<file path="src/hw/rtl/hrp_pkg.sv">
// shared types, codes and helpers for the hex record parser
`default_nettype none

package hrp_pkg;

	localparam int unsigned QUEUE_DEPTH_DEF = 4;

	localparam logic [7:0] CHAR_COLON         = 8'h3A;
	localparam logic [7:0] CMDLINE_TYPE_RESET = 8'd6;

	localparam logic [7:0] REC_PAYLOAD   = 8'd0;
	localparam logic [7:0] REC_END       = 8'd1;
	localparam logic [7:0] REC_EXT_SEG   = 8'd2;
	localparam logic [7:0] REC_START_SEG = 8'd3;
	localparam logic [7:0] REC_EXT_LIN   = 8'd4;
	localparam logic [7:0] REC_START_LIN = 8'd5;

	localparam logic [1:0] EV_PAYLOAD = 2'd0;
	localparam logic [1:0] EV_ACCEPT  = 2'd1;
	localparam logic [1:0] EV_REJECT  = 2'd2;

	localparam logic [2:0] ERR_NONE      = 3'd0;
	localparam logic [2:0] ERR_EARLY_END = 3'd1;
	localparam logic [2:0] ERR_BAD_CHAR  = 3'd2;
	localparam logic [2:0] ERR_BAD_COUNT = 3'd3;
	localparam logic [2:0] ERR_BAD_TYPE  = 3'd4;
	localparam logic [2:0] ERR_BAD_CKSUM = 3'd5;

	typedef enum logic [3:0] {
		PH_WAIT,
		PH_COUNT,
		PH_OFFH,
		PH_OFFL,
		PH_TYPE,
		PH_PDATA,
		PH_PSEG,
		PH_PLIN,
		PH_PSTART,
		PH_CKSUM,
		PH_DRAIN
	} phase_t;

	typedef struct packed {
		logic [1:0]  event_res;
		logic [2:0]  error_code;
		logic [7:0]  record_type;
		logic [7:0]  data_byte;
		logic [7:0]  byte_index;
		logic [15:0] load_offset;
		logic [31:0] base_address;
		logic [31:0] start_address;
		logic        last;
	} result_t;

	function automatic logic is_hex(input logic [7:0] c);
		logic ok;
		ok = (c inside {[8'h30:8'h39], [8'h41:8'h46], [8'h61:8'h66]});
		return ok;
	endfunction

	function automatic logic [3:0] hex_val(input logic [7:0] c);
		logic [3:0] v;
		if (c inside {[8'h30:8'h39]}) begin
			v = c[3:0];
		end else begin
			v = c[3:0] + 4'd9;
		end
		return v;
	endfunction

endpackage

`default_nettype wire

</file>
<file path="src/hw/rtl/hrp_step.sv">
// record state and per-character decode, up to two results per request
`default_nettype none

module hrp_step (
	input  wire logic            clk,
	input  wire logic            arst_n,
	input  wire logic            fire,
	input  wire logic [7:0]      char_code,
	input  wire logic            end_of_record,
	input  wire logic            cfg_wr_en,
	input  wire logic [7:0]      cfg_wr_data,
	output hrp_pkg::result_t     res0,
	output hrp_pkg::result_t     res1,
	output logic [1:0]           res_cnt
);
	import hrp_pkg::*;

	phase_t      phase_q, phase_d;
	logic [3:0]  hi_q, hi_d;
	logic        pend_q, pend_d;
	logic [7:0]  sum_q, sum_d;
	logic [7:0]  count_q, count_d;
	logic [15:0] offset_q, offset_d;
	logic [7:0]  type_q, type_d;
	logic [7:0]  bytes_q, bytes_d;
	logic [31:0] acc_q, acc_d;
	logic [31:0] base_q, base_d;
	logic [31:0] start_q, start_d;
	logic [7:0]  cmd_type_q;

	always_ff @(posedge clk or negedge arst_n) begin
		if (!arst_n) begin
			cmd_type_q <= CMDLINE_TYPE_RESET;
		end else if (cfg_wr_en) begin
			cmd_type_q <= cfg_wr_data;
		end
	end

	always_ff @(posedge clk or negedge arst_n) begin
		if (!arst_n) begin
			phase_q  <= PH_WAIT;
			hi_q     <= '0;
			pend_q   <= 1'b0;
			sum_q    <= '0;
			count_q  <= '0;
			offset_q <= '0;
			type_q   <= '0;
			bytes_q  <= '0;
			acc_q    <= '0;
			base_q   <= '0;
			start_q  <= '0;
		end else if (fire) begin
			phase_q  <= phase_d;
			hi_q     <= hi_d;
			pend_q   <= pend_d;
			sum_q    <= sum_d;
			count_q  <= count_d;
			offset_q <= offset_d;
			type_q   <= type_d;
			bytes_q  <= bytes_d;
			acc_q    <= acc_d;
			base_q   <= base_d;
			start_q  <= start_d;
		end
	end

	always_comb begin
		logic       hex_ok;
		logic [7:0] b;
		logic [7:0] bytes_inc;
		logic       pay;
		logic       fin;
		logic       closed;
		logic [1:0] fin_ev;
		logic [2:0] fin_err;
		logic [2:0] terr;
		phase_t     tnext;

		hex_ok    = is_hex(char_code);
		b         = {hi_q, hex_val(char_code)};
		bytes_inc = bytes_q + 8'd1;
		pay       = 1'b0;
		fin       = 1'b0;
		closed    = 1'b0;
		fin_ev    = EV_REJECT;
		fin_err   = ERR_NONE;
		terr      = ERR_NONE;
		tnext     = PH_CKSUM;

		phase_d  = phase_q;
		hi_d     = hi_q;
		pend_d   = pend_q;
		sum_d    = sum_q;
		count_d  = count_q;
		offset_d = offset_q;
		type_d   = type_q;
		bytes_d  = bytes_q;
		acc_d    = acc_q;
		base_d   = base_q;
		start_d  = start_q;

		case (phase_q)
			PH_DRAIN: begin
			end
			PH_WAIT: begin
				if (end_of_record) begin
					fin     = 1'b1;
					fin_err = ERR_EARLY_END;
				end else if (char_code == CHAR_COLON) begin
					hi_d     = '0;
					pend_d   = 1'b0;
					sum_d    = '0;
					count_d  = '0;
					offset_d = '0;
					type_d   = '0;
					bytes_d  = '0;
					acc_d    = '0;
					phase_d  = PH_COUNT;
				end
			end
			default: begin
				if (!pend_q) begin
					if (end_of_record) begin
						fin     = 1'b1;
						fin_err = ERR_EARLY_END;
						closed  = 1'b1;
					end else if (!hex_ok) begin
						fin     = 1'b1;
						fin_err = ERR_BAD_CHAR;
						closed  = 1'b1;
					end else begin
						hi_d   = hex_val(char_code);
						pend_d = 1'b1;
					end
				end else if (!hex_ok) begin
					pend_d  = 1'b0;
					fin     = 1'b1;
					fin_err = ERR_BAD_CHAR;
					closed  = 1'b1;
				end else begin
					pend_d = 1'b0;
					sum_d  = sum_q + b;
					case (phase_q)
						PH_COUNT: begin
							count_d = b;
							phase_d = PH_OFFH;
						end
						PH_OFFH: begin
							offset_d = {b, 8'h00};
							phase_d  = PH_OFFL;
						end
						PH_OFFL: begin
							offset_d = {offset_q[15:8], b};
							phase_d  = PH_TYPE;
						end
						PH_TYPE: begin
							type_d = b;
							if (b == REC_PAYLOAD || b == cmd_type_q) begin
								tnext = PH_PDATA;
							end else if (b == REC_END) begin
								if (count_q != 8'd0) terr = ERR_BAD_COUNT;
							end else if (b == REC_EXT_SEG || b == REC_EXT_LIN) begin
								if (count_q != 8'd2) terr = ERR_BAD_COUNT;
								tnext = (b == REC_EXT_SEG) ? PH_PSEG : PH_PLIN;
							end else if (b == REC_START_SEG || b == REC_START_LIN) begin
								if (count_q != 8'd4) terr = ERR_BAD_COUNT;
								tnext = PH_PSTART;
							end else begin
								terr = ERR_BAD_TYPE;
							end
							if (terr != ERR_NONE) begin
								fin     = 1'b1;
								fin_err = terr;
								closed  = 1'b1;
							end else begin
								acc_d   = '0;
								bytes_d = '0;
								phase_d = (count_q == 8'd0) ? PH_CKSUM : tnext;
							end
						end
						PH_PDATA, PH_PSEG, PH_PLIN, PH_PSTART: begin
							acc_d = {acc_q[23:0], b};
							if (phase_q == PH_PSEG && bytes_q == 8'd1) begin
								base_d = {12'h000, acc_d[15:0], 4'h0};
							end
							if (phase_q == PH_PLIN && bytes_q == 8'd1) begin
								base_d = {acc_d[15:0], 16'h0000};
							end
							if (phase_q == PH_PSTART && bytes_q == 8'd3) begin
								start_d = acc_d;
							end
							pay     = (phase_q == PH_PDATA);
							bytes_d = bytes_inc;
							if (bytes_inc == count_q) phase_d = PH_CKSUM;
						end
						default: begin
							fin    = 1'b1;
							closed = 1'b1;
							if (sum_d != 8'd0) begin
								fin_err = ERR_BAD_CKSUM;
							end else begin
								fin_ev = EV_ACCEPT;
							end
						end
					endcase
					if (!closed && end_of_record) begin
						fin     = 1'b1;
						fin_err = ERR_EARLY_END;
						closed  = 1'b1;
					end
				end
				if (closed && !end_of_record) phase_d = PH_DRAIN;
			end
		endcase

		// both results of one request share the record fields seen here
		res0.record_type   = type_d;
		res0.load_offset   = offset_d;
		res0.base_address  = base_d;
		res0.start_address = start_d;
		res1.record_type   = type_d;
		res1.load_offset   = offset_d;
		res1.base_address  = base_d;
		res1.start_address = start_d;

		res1.event_res  = fin_ev;
		res1.error_code = fin_err;
		res1.data_byte  = '0;
		res1.byte_index = '0;
		res1.last       = 1'b1;

		if (pay) begin
			res0.event_res  = EV_PAYLOAD;
			res0.error_code = ERR_NONE;
			res0.data_byte  = b;
			res0.byte_index = bytes_q;
			res0.last       = !fin;
		end else begin
			res0.event_res  = fin_ev;
			res0.error_code = fin_err;
			res0.data_byte  = '0;
			res0.byte_index = '0;
			res0.last       = 1'b1;
		end
		res_cnt = {1'b0, pay} + {1'b0, fin};

		if (end_of_record) begin
			hi_d     = '0;
			pend_d   = 1'b0;
			sum_d    = '0;
			count_d  = '0;
			offset_d = '0;
			type_d   = '0;
			bytes_d  = '0;
			acc_d    = '0;
			phase_d  = PH_WAIT;
		end
	end

endmodule

`default_nettype wire

</file>
<file path="src/hw/rtl/hrp_res_fifo.sv">
// result queue, up to two pushes and one pop per cycle
`default_nettype none

module hrp_res_fifo #(
	parameter int unsigned DEPTH = hrp_pkg::QUEUE_DEPTH_DEF
) (
	input  wire logic              clk,
	input  wire logic              arst_n,
	input  wire logic [1:0]        push_cnt,
	input  wire hrp_pkg::result_t  push0,
	input  wire hrp_pkg::result_t  push1,
	output logic                   room2,
	output logic                   out_valid,
	input  wire logic              out_ready,
	output hrp_pkg::result_t       out_res
);
	import hrp_pkg::*;

	localparam int unsigned PW = (DEPTH > 1) ? $clog2(DEPTH) : 1;
	localparam int unsigned CW = $clog2(DEPTH + 1);
	localparam logic [PW-1:0] LAST_IDX = PW'(DEPTH - 1);
	localparam logic [CW-1:0] ROOM_MAX = CW'(DEPTH - 2);

	result_t       mem [DEPTH];
	logic [PW-1:0] wr_q, rd_q, wr_p1, wr_p2, rd_p1;
	logic [CW-1:0] cnt_q;
	logic          pop;

	function automatic logic [PW-1:0] inc_ptr(input logic [PW-1:0] p);
		logic [PW-1:0] r;
		r = (p == LAST_IDX) ? '0 : p + PW'(1);
		return r;
	endfunction

	assign wr_p1     = inc_ptr(wr_q);
	assign wr_p2     = inc_ptr(wr_p1);
	assign rd_p1     = inc_ptr(rd_q);
	assign out_valid = (cnt_q != '0);
	assign pop       = out_valid && out_ready;
	assign room2     = (cnt_q <= ROOM_MAX);
	assign out_res   = mem[rd_q];

	always_ff @(posedge clk) begin
		if (push_cnt != 2'd0) mem[wr_q] <= push0;
		if (push_cnt == 2'd2) mem[wr_p1] <= push1;
	end

	always_ff @(posedge clk or negedge arst_n) begin
		if (!arst_n) begin
			wr_q  <= '0;
			rd_q  <= '0;
			cnt_q <= '0;
		end else begin
			case (push_cnt)
				2'd1:    wr_q <= wr_p1;
				2'd2:    wr_q <= wr_p2;
				default: wr_q <= wr_q;
			endcase
			if (pop) rd_q <= rd_p1;
			cnt_q <= cnt_q + CW'(push_cnt) - CW'(pop);
		end
	end

endmodule

`default_nettype wire

</file>
<file path="src/hw/rtl/hex_record_parser_core.sv">
// hex record parser top level: input register, decode step, result queue
// a taken request passes the input register and the decode step, and its results are written into the result queue
// throughput: one request per cycle while the queue keeps room for two results
// a request with two results is offered on the result side as two separate results, one per pop
// reset: arst_n clears all record state, base and start addresses and the queue
// the command-line type register resets to 6
`default_nettype none

module hex_record_parser_core #(
	parameter int unsigned QUEUE_DEPTH = hrp_pkg::QUEUE_DEPTH_DEF
) (
	input  wire logic        clk,
	input  wire logic        arst_n,
	input  wire logic        in_valid,
	output logic             in_ready,
	input  wire logic [7:0]  char_code,
	input  wire logic        end_of_record,
	input  wire logic        cfg_wr_en,
	input  wire logic [7:0]  cfg_wr_data,
	output logic             out_valid,
	input  wire logic        out_ready,
	output logic [1:0]       event_res,
	output logic [2:0]       error_code,
	output logic [7:0]       record_type,
	output logic [7:0]       data_byte,
	output logic [7:0]       byte_index,
	output logic [15:0]      load_offset,
	output logic [31:0]      base_address,
	output logic [31:0]      start_address,
	output logic             last
);
	import hrp_pkg::*;

	logic       v_s1;
	logic [7:0] char_s1;
	logic       eor_s1;
	logic       adv;
	logic       room2;
	logic [1:0] res_cnt;
	logic [1:0] push_cnt;
	result_t    res0, res1, head;

	assign adv      = v_s1 && room2;
	assign in_ready = !v_s1 || adv;
	assign push_cnt = adv ? res_cnt : 2'd0;

	always_ff @(posedge clk or negedge arst_n) begin
		if (!arst_n) begin
			v_s1 <= 1'b0;
		end else if (in_ready) begin
			v_s1 <= in_valid;
		end
	end

	always_ff @(posedge clk) begin
		if (in_valid && in_ready) begin
			char_s1 <= char_code;
			eor_s1  <= end_of_record;
		end
	end

	hrp_step u_step (
		.clk           (clk),
		.arst_n        (arst_n),
		.fire          (adv),
		.char_code     (char_s1),
		.end_of_record (eor_s1),
		.cfg_wr_en     (cfg_wr_en),
		.cfg_wr_data   (cfg_wr_data),
		.res0          (res0),
		.res1          (res1),
		.res_cnt       (res_cnt)
	);

	hrp_res_fifo #(
		.DEPTH (QUEUE_DEPTH)
	) u_fifo (
		.clk       (clk),
		.arst_n    (arst_n),
		.push_cnt  (push_cnt),
		.push0     (res0),
		.push1     (res1),
		.room2     (room2),
		.out_valid (out_valid),
		.out_ready (out_ready),
		.out_res   (head)
	);

	assign event_res     = head.event_res;
	assign error_code    = head.error_code;
	assign record_type   = head.record_type;
	assign data_byte     = head.data_byte;
	assign byte_index    = head.byte_index;
	assign load_offset   = head.load_offset;
	assign base_address  = head.base_address;
	assign start_address = head.start_address;
	assign last          = head.last;

endmodule

`default_nettype wire

</file>
<file path="config.mk">
export PLATFORM = sky130hd
export DESIGN_NAME = hex_record_parser_core
export DESIGN_NICKNAME = d
export VERILOG_FILES = /design/src/hw/rtl/hrp_pkg.sv /design/src/hw/rtl/hrp_step.sv /design/src/hw/rtl/hrp_res_fifo.sv /design/src/hw/rtl/hex_record_parser_core.sv
export SDC_FILE = /design/constraint.sdc
export NUM_CORES = 1
export LEC_CHECK = 0
export BUFFER_PORTS_ARGS = -buffer_cell sky130_fd_sc_hd__clkbuf_2
export CAP_MARGIN = 20
export CORE_ASPECT_RATIO = 1.5
export CORE_MARGIN = 3
export CORE_UTILIZATION = 30
export DETAILED_ROUTE_END_ITERATION = 16
export HOLD_SLACK_MARGIN = 0.12
export PLACE_DENSITY = 0.46
export SLEW_MARGIN = 20
export SYNTH_ARGS = -nofsm -noshare
export SYNTH_HDL_FRONTEND = slang
export SYNTH_SLANG_ARGS = --single-unit
</file>
<file path="constraint.sdc">
create_clock -name clk -period 9.7 [get_ports clk]
set_clock_uncertainty 0.1 [all_clocks]
set_input_delay 1.455 -clock clk [delete_from_list [all_inputs] [get_ports clk]]
set_output_delay 1.455 -clock clk [all_outputs]
set_load 0.01 [all_outputs]
</file>
==> metrics.md <==
| Metric | Value |
|---|---|
| GRT Overall Usage | 0.1723 |
| Starting density of the core | 0.3034 |
| P per Cell Area | 274.2 nW/um^2 |
| Worst hold endpoint | u_fifo.mem[3][91] |
| Syn-to-layout area delta | 14.10% |
| DR vias | 16900 |
| Initial antenna violation count | 0 |
| Post-CTS setup buffers | 0 |
| Die Width | 249.6 um |
| Clock Sinks | 610 |
| Largest net degree at the start of global routing | 77 |
| Fin worst setup slack | 3.436 ns |
| Drt pass-1 iters | 5 |
| Crit path capture type | flip-flop |
| Dpl ws | 3.374 ns |
| Fin. Hold Viols | 0 |
| Final wirelength | 79880 um |
| Worst skew pair latency | 0.64 ns |
| Mapped Nets | 2059 |
| Min cycle time layout | 6.264 ns |
| Post-synth top flop | edfxtp_1 |
| Post-Syn Area | 26700 sq um |
| Worst reg2reg setup slack | 3.44 ns |
| IO Port Bufs | 133 |
| # setup viols final | 0 |
| N_diodes | 0 |
| Reg-to-reg endpoint | u_fifo.mem[1][39] |
| Synthesized area per cell | 13.29 sq um |
| Layout cells sized above 1 | 0.2072 |
| Syn Inst Count | 2009 |
| Total Power | 8354 uW |
| Top cells by area, synth | edfxtp_1, dfrtp_1, mux4_2 |
| Post-synth ARST share | 0.2639 |
| Number of global-route vias before repair | 17750 |
| CTS Buf Count | 59 |
| Nets | 2148 |
| Total gr overflow | 0 |
| Hold Path Stages | 1 |
| Core area | 88030 sq um |
| Max_cap viols | 0 |
| CTS tree | yes |
| RD Place Congestion | 0.8596 |
| R2R depth | 20 |
| Crit-path max FO | 42 |
| Worst-margin pin slew | 1.190 ns |
| Leak | 0.01101 uW |
| Max_slew headroom | 0.1865 |
| Max Fclk | 159.7 MHz |
| CTS root buffer | clkbuf_16 |
| Starting DRT DRC Count | 1165 |
| First-pass GRT wire length | 119900 um |
| Post-synth top area share | 0.4284 |
| VDD IR max | 0.0001837 V |
| Unique cell type count in the Yosys netlist | 72 |
| EDFF count, synth | 381 |
| HP Start | u_fifo.mem[3][91] |
| RSZ-0062 raised after global routing | no |
| Clock transition at path regs | 0.06 ns |
| Row cnt | 133 |
| Yosys top cell by area | edfxtp_1 |
| Fin cells | 3295 |
| Crit start category | flip-flop |
| Tcrit/Tclk final | 0.6457 |
| Yosys reg bits | 610 |
| Crit Path Class | reg2reg |
| Status | finished, final reports clean |
| Seq/Total Area, Yosys | 0.6304 |
| Final core utilization | 0.3461 |
| Routed len/inst | 24.24 um |
| ANT nets after route | 0 |
| Dpl hpwl | 52160 um |
| Die area | 92700 sq um |
| Max-slew violations | 0 |
| H-tree depth | 2 |
| Boundary pin count | 134 |
| Yosys warning count | 0 |
| Post-Route Setup TNS | 0 ns |
| Vias per cell | 5.130 |
| HP Class | reg2reg |
| Placed cell count | 3184 |
| Arr. time, crit path | 6.63 ns |
| Clock Path Buffers | 3 |
| Cts repair resizes | 0 |
| Hold_buf cts | 0 |
| Req. time, crit path | 10.06 ns |
| Die Height | 371.4 um |
| RR Startpoint | char_s1[0] |
| Residual DRC count | 0 |
==> final cells by class <==
class | count | area [sq um]
repair buffers | 168 | 947.2
inverters | 39 | 158.9
well taps | 1147 | 1435
clock inverters | 22 | 183.9
multi-input cells | 1220 | 9174
fillers | 8511 | 57560
flip-flops and latches | 610 | 16840
clock buffers | 89 | 1730
==> synth_stat cells (31+ instances only) <==
cell	instances
nor2_1	412
edfxtp_1	381
dfrtp_1	159
mux4_2	110
a22o_1	108
nand2_1	104
clkbuf_1	102
dfxtp_1	68
o21ai_0	57
a21oi_1	47
mux2_2	45
inv_1	38
a22oi_1	35
mux2i_1	35
and3_1	31
==> cell usage in the layout, fill, tap and decap left out, types with 11 or more instances in the layout <==
master     instances
a21oi_1           47
nand3_1           19
clkbuf_1          17
o31ai_1           12
nor2_1           412
mux2i_1           35
buf_4             34
mux2_2            45
xnor2_1           17
ha_1              26
nand2b_1          11
clkbuf_8          12
clkbuf_2         132
a22oi_1           35
edfxtp_1         381
o21ai_0           56
inv_1             34
dfxtp_1           68
mux4_2           110
and3_1            31
a22o_1           108
nor3_1            15
xor2_1            11
clkbuf_16         60
nand2_1          104
dfrtp_1          157
==> routing by layer <==
layer	share of wire	track usage	vias to the layer above
met5	0	0	-
met3	0.039	0.02372	141
met2	0.52	0.3132	463
met1	0.39	0.2052	8712
met4	0.041	0.06889	0
li1	-	-	7587
==> flip-flops by register name, summed over array words and instances (netlist names) <==
name / cells
u_step.pend_q: 1
v_s1: 1
u_step.start_q: 32
u_fifo.rd_q: 2
u_step.cmd_type_q: 8
u_fifo.mem: 440
u_step.sum_q: 8
u_step.count_q: 8
u_fifo.cnt_q: 3
u_step.hi_q: 4
u_step.bytes_q: 8
u_step.acc_q: 24
u_step.offset_q: 16
eor_s1: 1
u_step.base_q: 32
u_fifo.wr_q: 2
u_step.type_q: 8
u_step.phase_q: 4
char_s1: 8
==> worst max-delay path by stage <==
stage / slack, ns / start / endpoint / cells past startpoint
2_1_floorplan: 3.15 / char_s1[0] / u_fifo.mem[2][39] / 23
3_3_place_gp: 3.42 / char_s1[0] / u_fifo.mem[2][19] / 18
4_1_cts: 3.32 / char_s1[0] / u_fifo.mem[1][39] / 20
6_report: 3.44 / char_s1[0] / u_fifo.mem[1][39] / 20
3_5_place_dp: 3.37 / char_s1[0] / u_fifo.mem[3][21] / 18
5_1_grt: 2.85 / char_s1[0] / u_fifo.mem[1][38] / 20
==> where the power goes <==
part	leakage [uW]	switching, uW	internal (uW)
logic	0.00372	1680	938
registers	0.00636	295	3130
clock network	0.000938	1020	1290
==> cells by family (layout without fill, tap and decap cells) <==
| group | count (synthesis) | after routing | share of synthesized area |
|---|---|---|---|
| XOR/XNOR | 30 | 30 | 0.01064 |
| AND/OR/NAND/NOR | 655 | 655 | 0.1061 |
| flip-flops | 610 | 610 | 0.6304 |
| AO/OA/AOI/OAI | 317 | 317 | 0.08743 |
| multiplexers | 190 | 190 | 0.1249 |
| adder cells (fa/ha/maj) | 28 | 28 | 0.01368 |
| buffers and inverters | 179 | 318 | 0.02689 |
==> metrics by stage <==
step           cell area (sq um)  hold WS, ns
2_1_floorplan              26700       0.3373
3_3_place_gp               28560       0.3553
6_report                   30470       0.3748
4_1_cts                    30470       0.3778
3_5_place_dp               28560       0.3600
5_1_grt                    30470       0.3936
==> worst max-delay path, stage by stage (launching register included) <==
cell	delay [ns]
edfxtp_1	0.47
inv_1	0.20
ha_1	0.27
and2_1	0.14
a22oi_1	0.23
nand2_1	0.54
a211oi_4	0.47
o31ai_1	0.12
or4_4	0.48
a31o_2	0.26
nor2_1	0.13
ha_1	0.24
and3_1	0.18
inv_1	0.08
ha_1	0.29
nand2_1	0.14
and2_4	0.18
inv_4	0.47
buf_4	0.50
nand2_1	0.37
nor2_1	0.21
Note: power is estimated with default switching activity, not from simulation.
